$ cat src/rtl/core/assert_macros.svh
// ----------------------------------------------------------------------------
// Assertion macros
// Clocked assertion helpers shared by the RTL; compiled out with ASSERT_OFF.
// ----------------------------------------------------------------------------
`ifndef ASSERT_MACROS_SVH
`define ASSERT_MACROS_SVH

`ifndef ASSERT_OFF
// Property must hold at every clock edge outside reset.
`define ASSERT_CK(lbl, prop) \
  lbl: assert property (@(posedge clk_i) disable iff (!rst_ni) (prop)) \
    else $error("assertion failed");
// Condition must never be true at a clock edge outside reset.
`define ASSERT_NEVER(lbl, cond) \
  lbl: assert property (@(posedge clk_i) disable iff (!rst_ni) !(cond)) \
    else $error("forbidden condition seen");
`else
`define ASSERT_CK(lbl, prop)
`define ASSERT_NEVER(lbl, cond)
`endif

`endif

$ cat src/rtl/core/gnfp_pkg.sv
// ----------------------------------------------------------------------------
// GNSS navigation frame parser package
// Frame constants, parser phase codes and the navigation record field layout.
// ----------------------------------------------------------------------------
`timescale 1ns / 1ps

package gnfp_pkg;

  // Default payload store depth in bytes
  localparam int unsigned PayloadDepthDef = 128;

  // Frame constants
  localparam logic [7:0]  SyncFirst  = 8'hB5;
  localparam logic [7:0]  SyncSecond = 8'h62;
  localparam logic [7:0]  ClassNav   = 8'h01;
  localparam logic [7:0]  IdPvt      = 8'h07;
  localparam logic [15:0] PvtMinLen  = 16'd92;
  localparam logic [7:0]  Fix3dMin   = 8'd3;
  localparam logic [6:0]  FixOffset  = 7'd20;
  localparam logic [4:0]  LastField  = 5'd18;

  // Parser phases
  typedef enum logic [3:0] {
    PH_SYNC1,
    PH_SYNC2,
    PH_CLASS,
    PH_ID,
    PH_LEN_LO,
    PH_LEN_HI,
    PH_PAYLOAD,
    PH_CK_A,
    PH_CK_B,
    PH_EMIT_RD,
    PH_EMIT_CAP
  } phase_e;

  // Result kinds
  typedef enum logic {
    EV_RECORD    = 1'b0,
    EV_CKSUM_ERR = 1'b1
  } event_e;

  // Payload offset of a record field
  function automatic logic [6:0] fld_off(logic [4:0] k);
    logic [6:0] o;
    case (k)
      5'd0:    o = 7'd4;
      5'd1:    o = 7'd6;
      5'd2:    o = 7'd7;
      5'd3:    o = 7'd8;
      5'd4:    o = 7'd9;
      5'd5:    o = 7'd10;
      5'd6:    o = 7'd20;
      5'd7:    o = 7'd23;
      5'd8:    o = 7'd24;
      5'd9:    o = 7'd28;
      5'd10:   o = 7'd32;
      5'd11:   o = 7'd36;
      5'd12:   o = 7'd40;
      5'd13:   o = 7'd44;
      5'd14:   o = 7'd48;
      5'd15:   o = 7'd52;
      5'd16:   o = 7'd56;
      5'd17:   o = 7'd60;
      5'd18:   o = 7'd64;
      default: o = 7'd0;
    endcase
    return o;
  endfunction

  // Index of the last byte of a record field (size minus one)
  function automatic logic [1:0] fld_last_byte(logic [4:0] k);
    logic [1:0] n;
    case (k)
      5'd0:                                      n = 2'd1;
      5'd1, 5'd2, 5'd3, 5'd4, 5'd5, 5'd6, 5'd7:  n = 2'd0;
      default:                                   n = 2'd3;
    endcase
    return n;
  endfunction

  // Field is sign-extended
  function automatic logic fld_signed(logic [4:0] k);
    logic s;
    case (k)
      5'd8, 5'd9, 5'd10, 5'd11, 5'd14, 5'd15, 5'd16, 5'd17, 5'd18: s = 1'b1;
      default: s = 1'b0;
    endcase
    return s;
  endfunction

endpackage

$ cat src/rtl/core/gnfp_if.sv
// ----------------------------------------------------------------------------
// GNSS navigation frame parser channels
// Valid/ready channels for received bytes and for decoded result events.
// ----------------------------------------------------------------------------
`timescale 1ns / 1ps

// Received byte channel
interface gnfp_in_if;
  logic       valid;
  logic       ready;
  logic [7:0] rx_byte;

  modport source (output valid, output rx_byte, input ready);
  modport sink   (input valid, input rx_byte, output ready);
endinterface

// Result event channel
interface gnfp_out_if;
  logic               valid;
  logic               ready;
  logic               event_kind;
  logic [4:0]         field_index;
  logic signed [32:0] field_value;
  logic               fix_3d;
  logic [31:0]        frame_count;
  logic [31:0]        error_count;
  logic               last;

  modport source (output valid, output event_kind, output field_index,
                  output field_value, output fix_3d, output frame_count,
                  output error_count, output last, input ready);
  modport sink   (input valid, input event_kind, input field_index,
                  input field_value, input fix_3d, input frame_count,
                  input error_count, input last, output ready);
endinterface

$ cat src/rtl/core/gnss_nav_frame_parser.sv
// ----------------------------------------------------------------------------
// GNSS navigation frame parser
// Byte-serial binary frame parser with payload store, Fletcher checksum and
// navigation record field decode.
// ----------------------------------------------------------------------------
//   Port     Dir  Transaction
//   rx_i     in   one received byte (rx_byte)
//   ev_o     out  one record field or one checksum error event
//
// Header, length and payload bytes are taken at one per cycle. A checksum
// byte is taken only when the result register can accept an error event.
// A record burst reads the payload store through its single read port,
// alternating a read state and a capture state per byte: 53 reads for
// 19 results, stalling on a low ready. No bytes are taken during the burst.
// Reset returns the parser to sync hunting with all counters cleared; the
// payload store is not cleared.
`timescale 1ns / 1ps
`include "assert_macros.svh"

module gnss_nav_frame_parser #(
  parameter int unsigned PAYLOAD_DEPTH = gnfp_pkg::PayloadDepthDef
) (
  input  logic             clk_i,
  input  logic             rst_ni,
  gnfp_in_if.sink          rx_i,
  gnfp_out_if.source       ev_o
);
  import gnfp_pkg::*;

  localparam int unsigned AddrW = $clog2(PAYLOAD_DEPTH);
  localparam int unsigned CntW  = $clog2(PAYLOAD_DEPTH + 1);

  // Control state
  phase_e        phase_q, phase_d;
  logic [7:0]    class_q, class_d;
  logic [7:0]    id_q, id_d;
  logic [15:0]   len_q, len_d;
  logic [CntW-1:0] cnt_q, cnt_d;
  logic [7:0]    sum_a_q, sum_a_d;
  logic [7:0]    sum_b_q, sum_b_d;
  logic [7:0]    fixb_q, fixb_d;
  logic [31:0]   good_q, good_d;
  logic [31:0]   bad_q, bad_d;
  logic          fix_q, fix_d;
  logic [4:0]    fld_q, fld_d;
  logic [1:0]    bsel_q, bsel_d;
  logic [31:0]   acc_q, acc_d;
  logic          out_valid_q, out_valid_d;

  // Result payload
  logic               kind_q, kind_d;
  logic [4:0]         idx_q, idx_d;
  logic signed [32:0] val_q, val_d;
  logic               ofix_q, ofix_d;
  logic [31:0]        ofcnt_q, ofcnt_d;
  logic [31:0]        oecnt_q, oecnt_d;
  logic               last_q, last_d;

  // Payload store
  logic [7:0]       mem_q [PAYLOAD_DEPTH];
  logic [7:0]       rd_q;
  logic             mem_we, mem_re;
  logic [AddrW-1:0] waddr, raddr;

  logic        in_fire, in_ready, out_free, ck_phase, emitting;
  logic [7:0]  b;
  logic [7:0]  sum_a_add;
  logic [7:0]  sum_b_add;
  logic [15:0] len_full;
  logic [CntW-1:0] cnt_inc;
  logic        is_pvt, field_done, emit_load, err_load, rec_start;
  logic [31:0] byte_sh, cur_word;
  logic        fld_is_last;

  // Handshake and decode terms
  assign b         = rx_i.rx_byte;
  assign out_free  = !out_valid_q || ev_o.ready;
  assign ck_phase  = (phase_q == PH_CK_A) || (phase_q == PH_CK_B);
  assign emitting  = (phase_q == PH_EMIT_RD) || (phase_q == PH_EMIT_CAP);
  assign in_ready  = !emitting && (!ck_phase || out_free);
  assign in_fire   = rx_i.valid && in_ready;
  assign rx_i.ready = in_ready;

  assign sum_a_add = sum_a_q + b;
  assign sum_b_add = sum_b_q + sum_a_add;
  assign len_full  = {b, len_q[7:0]};
  assign cnt_inc   = cnt_q + CntW'(1);
  assign is_pvt    = (class_q == ClassNav) && (id_q == IdPvt) && (len_q >= PvtMinLen);

  assign fld_is_last = (fld_q == LastField);
  assign field_done  = (phase_q == PH_EMIT_CAP) && (bsel_q == fld_last_byte(fld_q));
  assign emit_load   = field_done && out_free;
  assign err_load    = in_fire && (((phase_q == PH_CK_A) && (b != sum_a_q)) ||
                                   ((phase_q == PH_CK_B) && (b != sum_b_q)));
  assign rec_start   = in_fire && (phase_q == PH_CK_B) && (b == sum_b_q) && is_pvt;

  // Assemble the field word from the byte just read
  assign byte_sh  = {24'h0, rd_q} << {bsel_q, 3'b000};
  assign cur_word = (bsel_q == 2'd0) ? {24'h0, rd_q} : (acc_q | byte_sh);

  // Store addresses
  assign waddr = cnt_q[AddrW-1:0];
  assign raddr = AddrW'(fld_off(fld_q)) + AddrW'(bsel_q);

  // Next parser phase
  always_comb begin
    phase_d = phase_q;
    case (phase_q)
      PH_SYNC1: begin
        if (in_fire && (b == SyncFirst)) phase_d = PH_SYNC2;
      end
      PH_SYNC2: begin
        if (in_fire) phase_d = (b == SyncSecond) ? PH_CLASS : PH_SYNC1;
      end
      PH_CLASS: begin
        if (in_fire) phase_d = PH_ID;
      end
      PH_ID: begin
        if (in_fire) phase_d = PH_LEN_LO;
      end
      PH_LEN_LO: begin
        if (in_fire) phase_d = PH_LEN_HI;
      end
      PH_LEN_HI: begin
        if (in_fire) begin
          if (len_full > 16'(PAYLOAD_DEPTH)) phase_d = PH_SYNC1;
          else if (len_full == 16'd0)        phase_d = PH_CK_A;
          else                               phase_d = PH_PAYLOAD;
        end
      end
      PH_PAYLOAD: begin
        if (in_fire && (16'(cnt_inc) >= len_q)) phase_d = PH_CK_A;
      end
      PH_CK_A: begin
        if (in_fire) phase_d = (b == sum_a_q) ? PH_CK_B : PH_SYNC1;
      end
      PH_CK_B: begin
        if (in_fire) phase_d = rec_start ? PH_EMIT_RD : PH_SYNC1;
      end
      PH_EMIT_RD: begin
        phase_d = PH_EMIT_CAP;
      end
      PH_EMIT_CAP: begin
        if (!field_done)   phase_d = PH_EMIT_RD;
        else if (out_free) phase_d = fld_is_last ? PH_SYNC1 : PH_EMIT_RD;
      end
      default: begin
        phase_d = PH_SYNC1;
      end
    endcase
  end

  // Datapath and result register loads
  always_comb begin
    class_d = class_q;
    id_d    = id_q;
    len_d   = len_q;
    cnt_d   = cnt_q;
    sum_a_d = sum_a_q;
    sum_b_d = sum_b_q;
    fixb_d  = fixb_q;
    good_d  = good_q;
    bad_d   = bad_q;
    fix_d   = fix_q;
    fld_d   = fld_q;
    bsel_d  = bsel_q;
    acc_d   = acc_q;
    mem_we  = 1'b0;
    mem_re  = 1'b0;

    case (phase_q)
      PH_CLASS: begin
        if (in_fire) begin
          class_d = b;
          sum_a_d = b;
          sum_b_d = b;
        end
      end
      PH_ID: begin
        if (in_fire) begin
          id_d    = b;
          sum_a_d = sum_a_add;
          sum_b_d = sum_b_add;
        end
      end
      PH_LEN_LO: begin
        if (in_fire) begin
          len_d   = {8'h00, b};
          sum_a_d = sum_a_add;
          sum_b_d = sum_b_add;
        end
      end
      PH_LEN_HI: begin
        if (in_fire) begin
          len_d   = len_full;
          cnt_d   = '0;
          sum_a_d = sum_a_add;
          sum_b_d = sum_b_add;
        end
      end
      PH_PAYLOAD: begin
        if (in_fire) begin
          mem_we  = 1'b1;
          cnt_d   = cnt_inc;
          sum_a_d = sum_a_add;
          sum_b_d = sum_b_add;
          if (cnt_q == CntW'(FixOffset)) fixb_d = b;
        end
      end
      PH_CK_B: begin
        if (rec_start) begin
          good_d = good_q + 32'd1;
          fix_d  = (fixb_q >= Fix3dMin);
          fld_d  = '0;
          bsel_d = '0;
        end
      end
      PH_EMIT_RD: begin
        mem_re = 1'b1;
      end
      PH_EMIT_CAP: begin
        acc_d = cur_word;
        if (!field_done) begin
          bsel_d = bsel_q + 2'd1;
        end else if (out_free) begin
          fld_d  = fld_q + 5'd1;
          bsel_d = '0;
        end
      end
      default: begin
      end
    endcase

    if (err_load) bad_d = bad_q + 32'd1;
  end

  // Result register: drop on take, load an error or a record field
  always_comb begin
    out_valid_d = out_valid_q && !ev_o.ready;
    kind_d  = kind_q;
    idx_d   = idx_q;
    val_d   = val_q;
    ofix_d  = ofix_q;
    ofcnt_d = ofcnt_q;
    oecnt_d = oecnt_q;
    last_d  = last_q;
    if (err_load) begin
      out_valid_d = 1'b1;
      kind_d  = EV_CKSUM_ERR;
      idx_d   = '0;
      val_d   = '0;
      ofix_d  = fix_q;
      ofcnt_d = good_q;
      oecnt_d = bad_q + 32'd1;
      last_d  = 1'b1;
    end else if (emit_load) begin
      out_valid_d = 1'b1;
      kind_d  = EV_RECORD;
      idx_d   = fld_q;
      val_d   = fld_signed(fld_q) ? {cur_word[31], cur_word} : {1'b0, cur_word};
      ofix_d  = fix_q;
      ofcnt_d = good_q;
      oecnt_d = bad_q;
      last_d  = fld_is_last;
    end
  end

  // Control registers
  always_ff @(posedge clk_i or negedge rst_ni) begin
    if (!rst_ni) begin
      phase_q     <= PH_SYNC1;
      class_q     <= '0;
      id_q        <= '0;
      len_q       <= '0;
      cnt_q       <= '0;
      sum_a_q     <= '0;
      sum_b_q     <= '0;
      fixb_q      <= '0;
      good_q      <= '0;
      bad_q       <= '0;
      fix_q       <= 1'b0;
      fld_q       <= '0;
      bsel_q      <= '0;
      out_valid_q <= 1'b0;
    end else begin
      phase_q     <= phase_d;
      class_q     <= class_d;
      id_q        <= id_d;
      len_q       <= len_d;
      cnt_q       <= cnt_d;
      sum_a_q     <= sum_a_d;
      sum_b_q     <= sum_b_d;
      fixb_q      <= fixb_d;
      good_q      <= good_d;
      bad_q       <= bad_d;
      fix_q       <= fix_d;
      fld_q       <= fld_d;
      bsel_q      <= bsel_d;
      out_valid_q <= out_valid_d;
    end
  end

  // Payload registers
  always_ff @(posedge clk_i) begin
    acc_q   <= acc_d;
    kind_q  <= kind_d;
    idx_q   <= idx_d;
    val_q   <= val_d;
    ofix_q  <= ofix_d;
    ofcnt_q <= ofcnt_d;
    oecnt_q <= oecnt_d;
    last_q  <= last_d;
  end

  // Payload store: one write port, one registered read port
  always_ff @(posedge clk_i) begin
    if (mem_we) mem_q[waddr] <= b;
    if (mem_re) rd_q <= mem_q[raddr];
  end

  // Drive the result channel
  assign ev_o.valid       = out_valid_q;
  assign ev_o.event_kind  = kind_q;
  assign ev_o.field_index = idx_q;
  assign ev_o.field_value = val_q;
  assign ev_o.fix_3d      = ofix_q;
  assign ev_o.frame_count = ofcnt_q;
  assign ev_o.error_count = oecnt_q;
  assign ev_o.last        = last_q;

  // Store writes and burst reads never share a cycle
  `ASSERT_NEVER(a_no_rw_overlap, mem_we && mem_re)
  // The last record field ends the burst
  `ASSERT_CK(a_burst_end, (emit_load && fld_is_last) |=> (phase_q == PH_SYNC1))
  // Frame counter moves only by one, and only at a record start
  `ASSERT_CK(a_good_step, (good_q != $past(good_q)) |->
             ((good_q == $past(good_q) + 32'd1) && $past(rec_start)))
  // Error counter moves only with an error event
  `ASSERT_CK(a_bad_step, (bad_q != $past(bad_q)) |->
             ($past(err_load) && out_valid_q && (kind_q == EV_CKSUM_ERR)))
  // A loaded error or record event never overwrites an untaken result
  `ASSERT_NEVER(a_no_clobber, (err_load || emit_load) && out_valid_q && !ev_o.ready)

endmodule

$ cat src/flat_wrapper.sv
// flat-port wrapper written by rule: the top's interface ports become plain ports
module gnss_nav_frame_parser_flat import gnfp_pkg::*;
#(
  parameter int unsigned PAYLOAD_DEPTH = gnfp_pkg::PayloadDepthDef
)
  (clk_i, rst_ni, rx_i_valid, rx_i_rx_byte, rx_i_ready, ev_o_valid, ev_o_event_kind, ev_o_field_index, ev_o_field_value, ev_o_fix_3d, ev_o_frame_count, ev_o_error_count, ev_o_last, ev_o_ready);
  gnfp_in_if rx_i_i ();
  gnfp_out_if ev_o_i ();
  input  logic clk_i;
  input  logic rst_ni;
  input wire logic [$bits(rx_i_i.valid)-1:0] rx_i_valid;
  input wire logic [$bits(rx_i_i.rx_byte)-1:0] rx_i_rx_byte;
  output wire logic [$bits(rx_i_i.ready)-1:0] rx_i_ready;
  output wire logic [$bits(ev_o_i.valid)-1:0] ev_o_valid;
  output wire logic [$bits(ev_o_i.event_kind)-1:0] ev_o_event_kind;
  output wire logic [$bits(ev_o_i.field_index)-1:0] ev_o_field_index;
  output wire logic [$bits(ev_o_i.field_value)-1:0] ev_o_field_value;
  output wire logic [$bits(ev_o_i.fix_3d)-1:0] ev_o_fix_3d;
  output wire logic [$bits(ev_o_i.frame_count)-1:0] ev_o_frame_count;
  output wire logic [$bits(ev_o_i.error_count)-1:0] ev_o_error_count;
  output wire logic [$bits(ev_o_i.last)-1:0] ev_o_last;
  input wire logic [$bits(ev_o_i.ready)-1:0] ev_o_ready;
  assign rx_i_i.valid = rx_i_valid;
  assign rx_i_i.rx_byte = rx_i_rx_byte;
  assign rx_i_ready = rx_i_i.ready;
  assign ev_o_valid = ev_o_i.valid;
  assign ev_o_event_kind = ev_o_i.event_kind;
  assign ev_o_field_index = ev_o_i.field_index;
  assign ev_o_field_value = ev_o_i.field_value;
  assign ev_o_fix_3d = ev_o_i.fix_3d;
  assign ev_o_frame_count = ev_o_i.frame_count;
  assign ev_o_error_count = ev_o_i.error_count;
  assign ev_o_last = ev_o_i.last;
  assign ev_o_i.ready = ev_o_ready;
  gnss_nav_frame_parser #(.PAYLOAD_DEPTH(PAYLOAD_DEPTH)) u_core (.clk_i(clk_i), .rst_ni(rst_ni), .rx_i(rx_i_i), .ev_o(ev_o_i));
endmodule
$ cat config.mk
export PLATFORM = sky130hd
export DESIGN_NAME = gnss_nav_frame_parser_flat
export DESIGN_NICKNAME = d
export VERILOG_FILES = /design/src/rtl/core/gnfp_pkg.sv /design/src/rtl/core/gnfp_if.sv /design/src/rtl/core/gnss_nav_frame_parser.sv /design/src/flat_wrapper.sv
export VERILOG_INCLUDE_DIRS = /design/src /design/src/rtl/core
export SDC_FILE = /design/constraint.sdc
export NUM_CORES = 1
export LEC_CHECK = 0
export BUFFER_PORTS_ARGS = -buffer_cell sky130_fd_sc_hd__buf_2
export CAP_MARGIN = 20
export CORE_ASPECT_RATIO = 1.5
export CORE_MARGIN = 3
export CORE_UTILIZATION = 50
export CTS_CLUSTER_SIZE = 14
export DETAILED_ROUTE_END_ITERATION = 7
export PLACE_DENSITY = 0.67
export SLEW_MARGIN = 20
export SYNTH_ARGS = -nofsm -noshare
export SYNTH_HDL_FRONTEND = slang
export SYNTH_SLANG_ARGS = --single-unit
$ cat constraint.sdc
create_clock -name clk_i -period 8.1 [get_ports clk_i]
set_input_delay 0.81 -clock clk_i [delete_from_list [all_inputs] [get_ports clk_i]]
set_output_delay 0.81 -clock clk_i [all_outputs]
set_load 0.02 [all_outputs]
==> qor.txt <==
Clock Pin Slew Worst Setup and Hold Paths = 70 ps
Worst path buffer plus inverter count = 5
Crit Path Max Fanout = 26
Failing checks = design-rule violations
Cells after Synth = 3635
Worst setup path start = u_core.fld_q[0]
Routed WL = 155 mm
Seq/Total Area, Yosys = 70.4%
GR Util All Layers = 27.6%
Syn nets = 3688
TritonCTS Sinks = 1310
Rows = 147
Final Max Slew Viols = 0
Asr flop ratio synth = 10.8%
Critical path launch point type = register
Share of layout cells above drive strength 1 = 15.2%
Hpwl dp = 102 mm
RSZ-0062 raised after global routing = false
Drt first pass iters = 8
Ys Warns = 0
Core Footprint = 107000 um2
Flop pwr share = 38.5%
CTS Buffer Depth = 3
Crit path largest cell delay = 1060 ps
Final setup margin = 1780 ps
Reg2Reg Launch Point = u_core.fld_q[0]
Placed instance area = 56600 um2
Critical-path cell list = inv_1 -> ha_1 -> inv_1 -> mux2i_1 -> nor3_1 -> ha_4 -> inv_1 -> fa_4 -> clkinv_1 -> buf_4 -> nor2_1 -> nand3_1 -> o22a_1 -> o2111ai_1 -> a31oi_1 -> a211oi_1 -> a211o_1 -> a211oi_2
CP arrival = 6790 ps
Hold Violations, Final = 0
Number of vias per cell = 6.39
Crit path max-delay family = simple AND/OR/NAND/NOR gates
# setup viols final = 0
Primary FF master, synth = edfxtp_1
Sw Pwr = 7.13 mW
Routed wire per std cell = 29.5 um
Area of the multi-input gates = 15100 um2
Max Freq = 0.158 GHz
Cell area power density = 335 nW/um2
CTS tree = done
Number of synthesized register bits = 1310
Status = finished with violations
Critical Path End Type = register
DR iter-0 viols = 4010
Max-Cap Viols = 0
Most Frequent Cell on Critical Path = inv_1
Fin Setup TNS = 0 ps
Initial antenna violation count = 2
Diodes inserted = 0
Post-synthesis cell area = 54300 um2
Final ANT Viol Nets = 0
Netlist cell types = 89
Total CTS buffers = 114
Via count of the first global-routing pass = 33128
Critical Path RT = 8580 ps
Post-layout nets = 3814
Largest net degree at the start of global routing = 110
Hold Path Class = input port to asynchronous set/reset pin
Die W = 275 um
Final core utilization = 56.0%
First-pass GRT wire length = 226 mm
Syn_area_per_cell = 14.9 um2
Comb power frac = 35.7%
R2R depth = 18
Number of synthesized flops with an enable pin = 1129
Congestion Overflow GR = 0
Die Footprint = 113000 um2
Max_slew headroom = 14.3%
Hold-fix buffers, CTS = 0
Crit path kind = register to register
IO Port Bufs = 118
Post-CTS setup buffers = 0
R2r setup slk = 1780 ps
Top-Level Pins = 119
Skew final = 25.9 ps
Gp weighted congestion = 0.961
Max VDD drop = 0.359 mV
Die Y = 410 um
Post-CTS sizing = 0
Switching Share = 35.4%
Fillers = 8465
Place WS = 1980 ps
Drt drc = 1
Design area = 60100 um2
Clk_lat worst skew = 730 ps
Leak = 20.1 nW
H-tree levels = 3
Storage cell area = 38200 um2
Stages on the worst setup path = 18
Starting Density = 50.6%
CP max-delay cell = fa_4
Worst-Margin Slew = 1280 ps
Clk root buf = clkbuf_16
Crit path time final = 6320 ps
Via Count = 33630
R2R Path End = u_core.rd_q[4]
Clock share of power = 25.8%
Crit share post-route = 78.0%
Synth-to-Final Area Change = 10.6%
Int Pwr = 13.0 mW
layer usage:
metal  up-vias  track usage [%]  wire, um
met5         -                0        15
met4         2             17.0     10800
met3       512             5.77     15100
met2      1971             44.7     74900
met1     16843             33.8     54200
li1      14302                -         -
power by group through the flow:
stage | Sequential [mW] | Clock, mW | Combinational [mW]
global placement | 7.89 | 0 | 6.95
finish | 7.76 | 5.20 | 7.20
floorplan | 7.91 | 0 | 4.62
detailed placement | 7.90 | 0 | 7.04
global route | 7.78 | 5.51 | 7.55
CTS | 7.76 | 5.26 | 7.06
area by class of cell:
| type | count | area share, % |
|---|---|---|
| Sequential cell | 1310 | 63.6 |
| Multi-Input combinational cell | 2078 | 25.1 |
| Clock buffer | 159 | 5.18 |
| Tap cell | 1415 | 2.95 |
| Timing Repair Buffer | 209 | 2.31 |
| Clock inverter | 41 | 0.568 |
| Inverter | 48 | 0.300 |
worst max path at each step:
stage                                       to  slack [ps]
floorplan           u_core.ev_o.error_count[0]        3080
global placement                u_core.rd_q[2]        1850
detailed placement              u_core.rd_q[4]        1980
CTS                             u_core.rd_q[4]        2010
global route                    u_core.rd_q[4]        1730
finish                          u_core.rd_q[4]        1780
cells in the final DEF (no fill, tap or decap), types with 109 or more instances in the layout:
master     instances
edfxtp_1        1129
nand2_1          379
nor2_1           310
mux4_2           142
dfrtp_1          141
a21oi_1          127
nand3_1          126
mux2i_1          120
clkbuf_16        116
buf_2            109
synthesized netlist by cell type, types with 28 or more instances:
cell,n,share of area (%)
inv_1,44,0.30
nor4_1,30,0.35
nand2_1,381,2.6
mux2_2,52,1.1
nand4_1,42,0.48
dfxtp_1,40,1.5
a21oi_1,129,1.2
xnor2_1,67,1.1
mux4_2,142,5.9
mux2i_1,120,2.2
clkbuf_1,119,0.82
nor3_1,61,0.56
nand3_1,128,1.2
a31oi_1,35,0.40
buf_2,44,0.41
nor2_1,314,2.2
o211ai_1,28,0.39
and3_1,34,0.39
dfrtp_1,141,6.5
edfxtp_1,1129,62
ha_1,38,0.88
o22ai_1,41,0.47
o21ai_0,84,0.77
xor2_1,31,0.50
metrics by stage:
| stage | cells | power (mW) | hold slack (ps) |
|---|---|---|---|
| 6_report | 5260 | 20.2 | 183 |
| 3_3_place_gp | 5059 | 14.8 | 442 |
| 4_1_cts | 5260 | 20.1 | 176 |
| 2_1_floorplan | 3635 | 12.5 | 425 |
| 3_5_place_dp | 5060 | 14.9 | 446 |
| 5_1_grt | 5260 | 20.8 | 232 |
worst register-to-register path, delay by kind of cell (launching register included):
kind | cells | cell delay [ps]
AOI/OAI and AO/OA | 6 | 1290
adders and majority gates | 3 | 1570
buffers and inverters | 5 | 650
DFF | 1 | 550
muxes | 1 | 80
and+or+nand+nor | 3 | 1940
state kept, by name (all words and copies together) (netlist names), 16 cells and up:
register	cells
u_core.acc_q	32
u_core.bad_q	32
u_core.ev_o.error_count	32
u_core.ev_o.field_value	33
u_core.ev_o.frame_count	32
u_core.good_q	32
u_core.len_q	16
u_core.mem_q	1024
cells by family (layout without fill, tap and decap cells):
family | count (synthesis) | count (layout) | synth area share [%]
flops | 1310 | 1310 | 70.4
compound gates | 548 | 548 | 6.88
mux | 314 | 314 | 9.18
simple gates | 1077 | 1077 | 8.95
buf+inv | 247 | 457 | 2.06
xor+xnor | 98 | 98 | 1.58
fa+ha+maj | 41 | 41 | 0.986
Note: power is estimated with default switching activity, not from simulation.
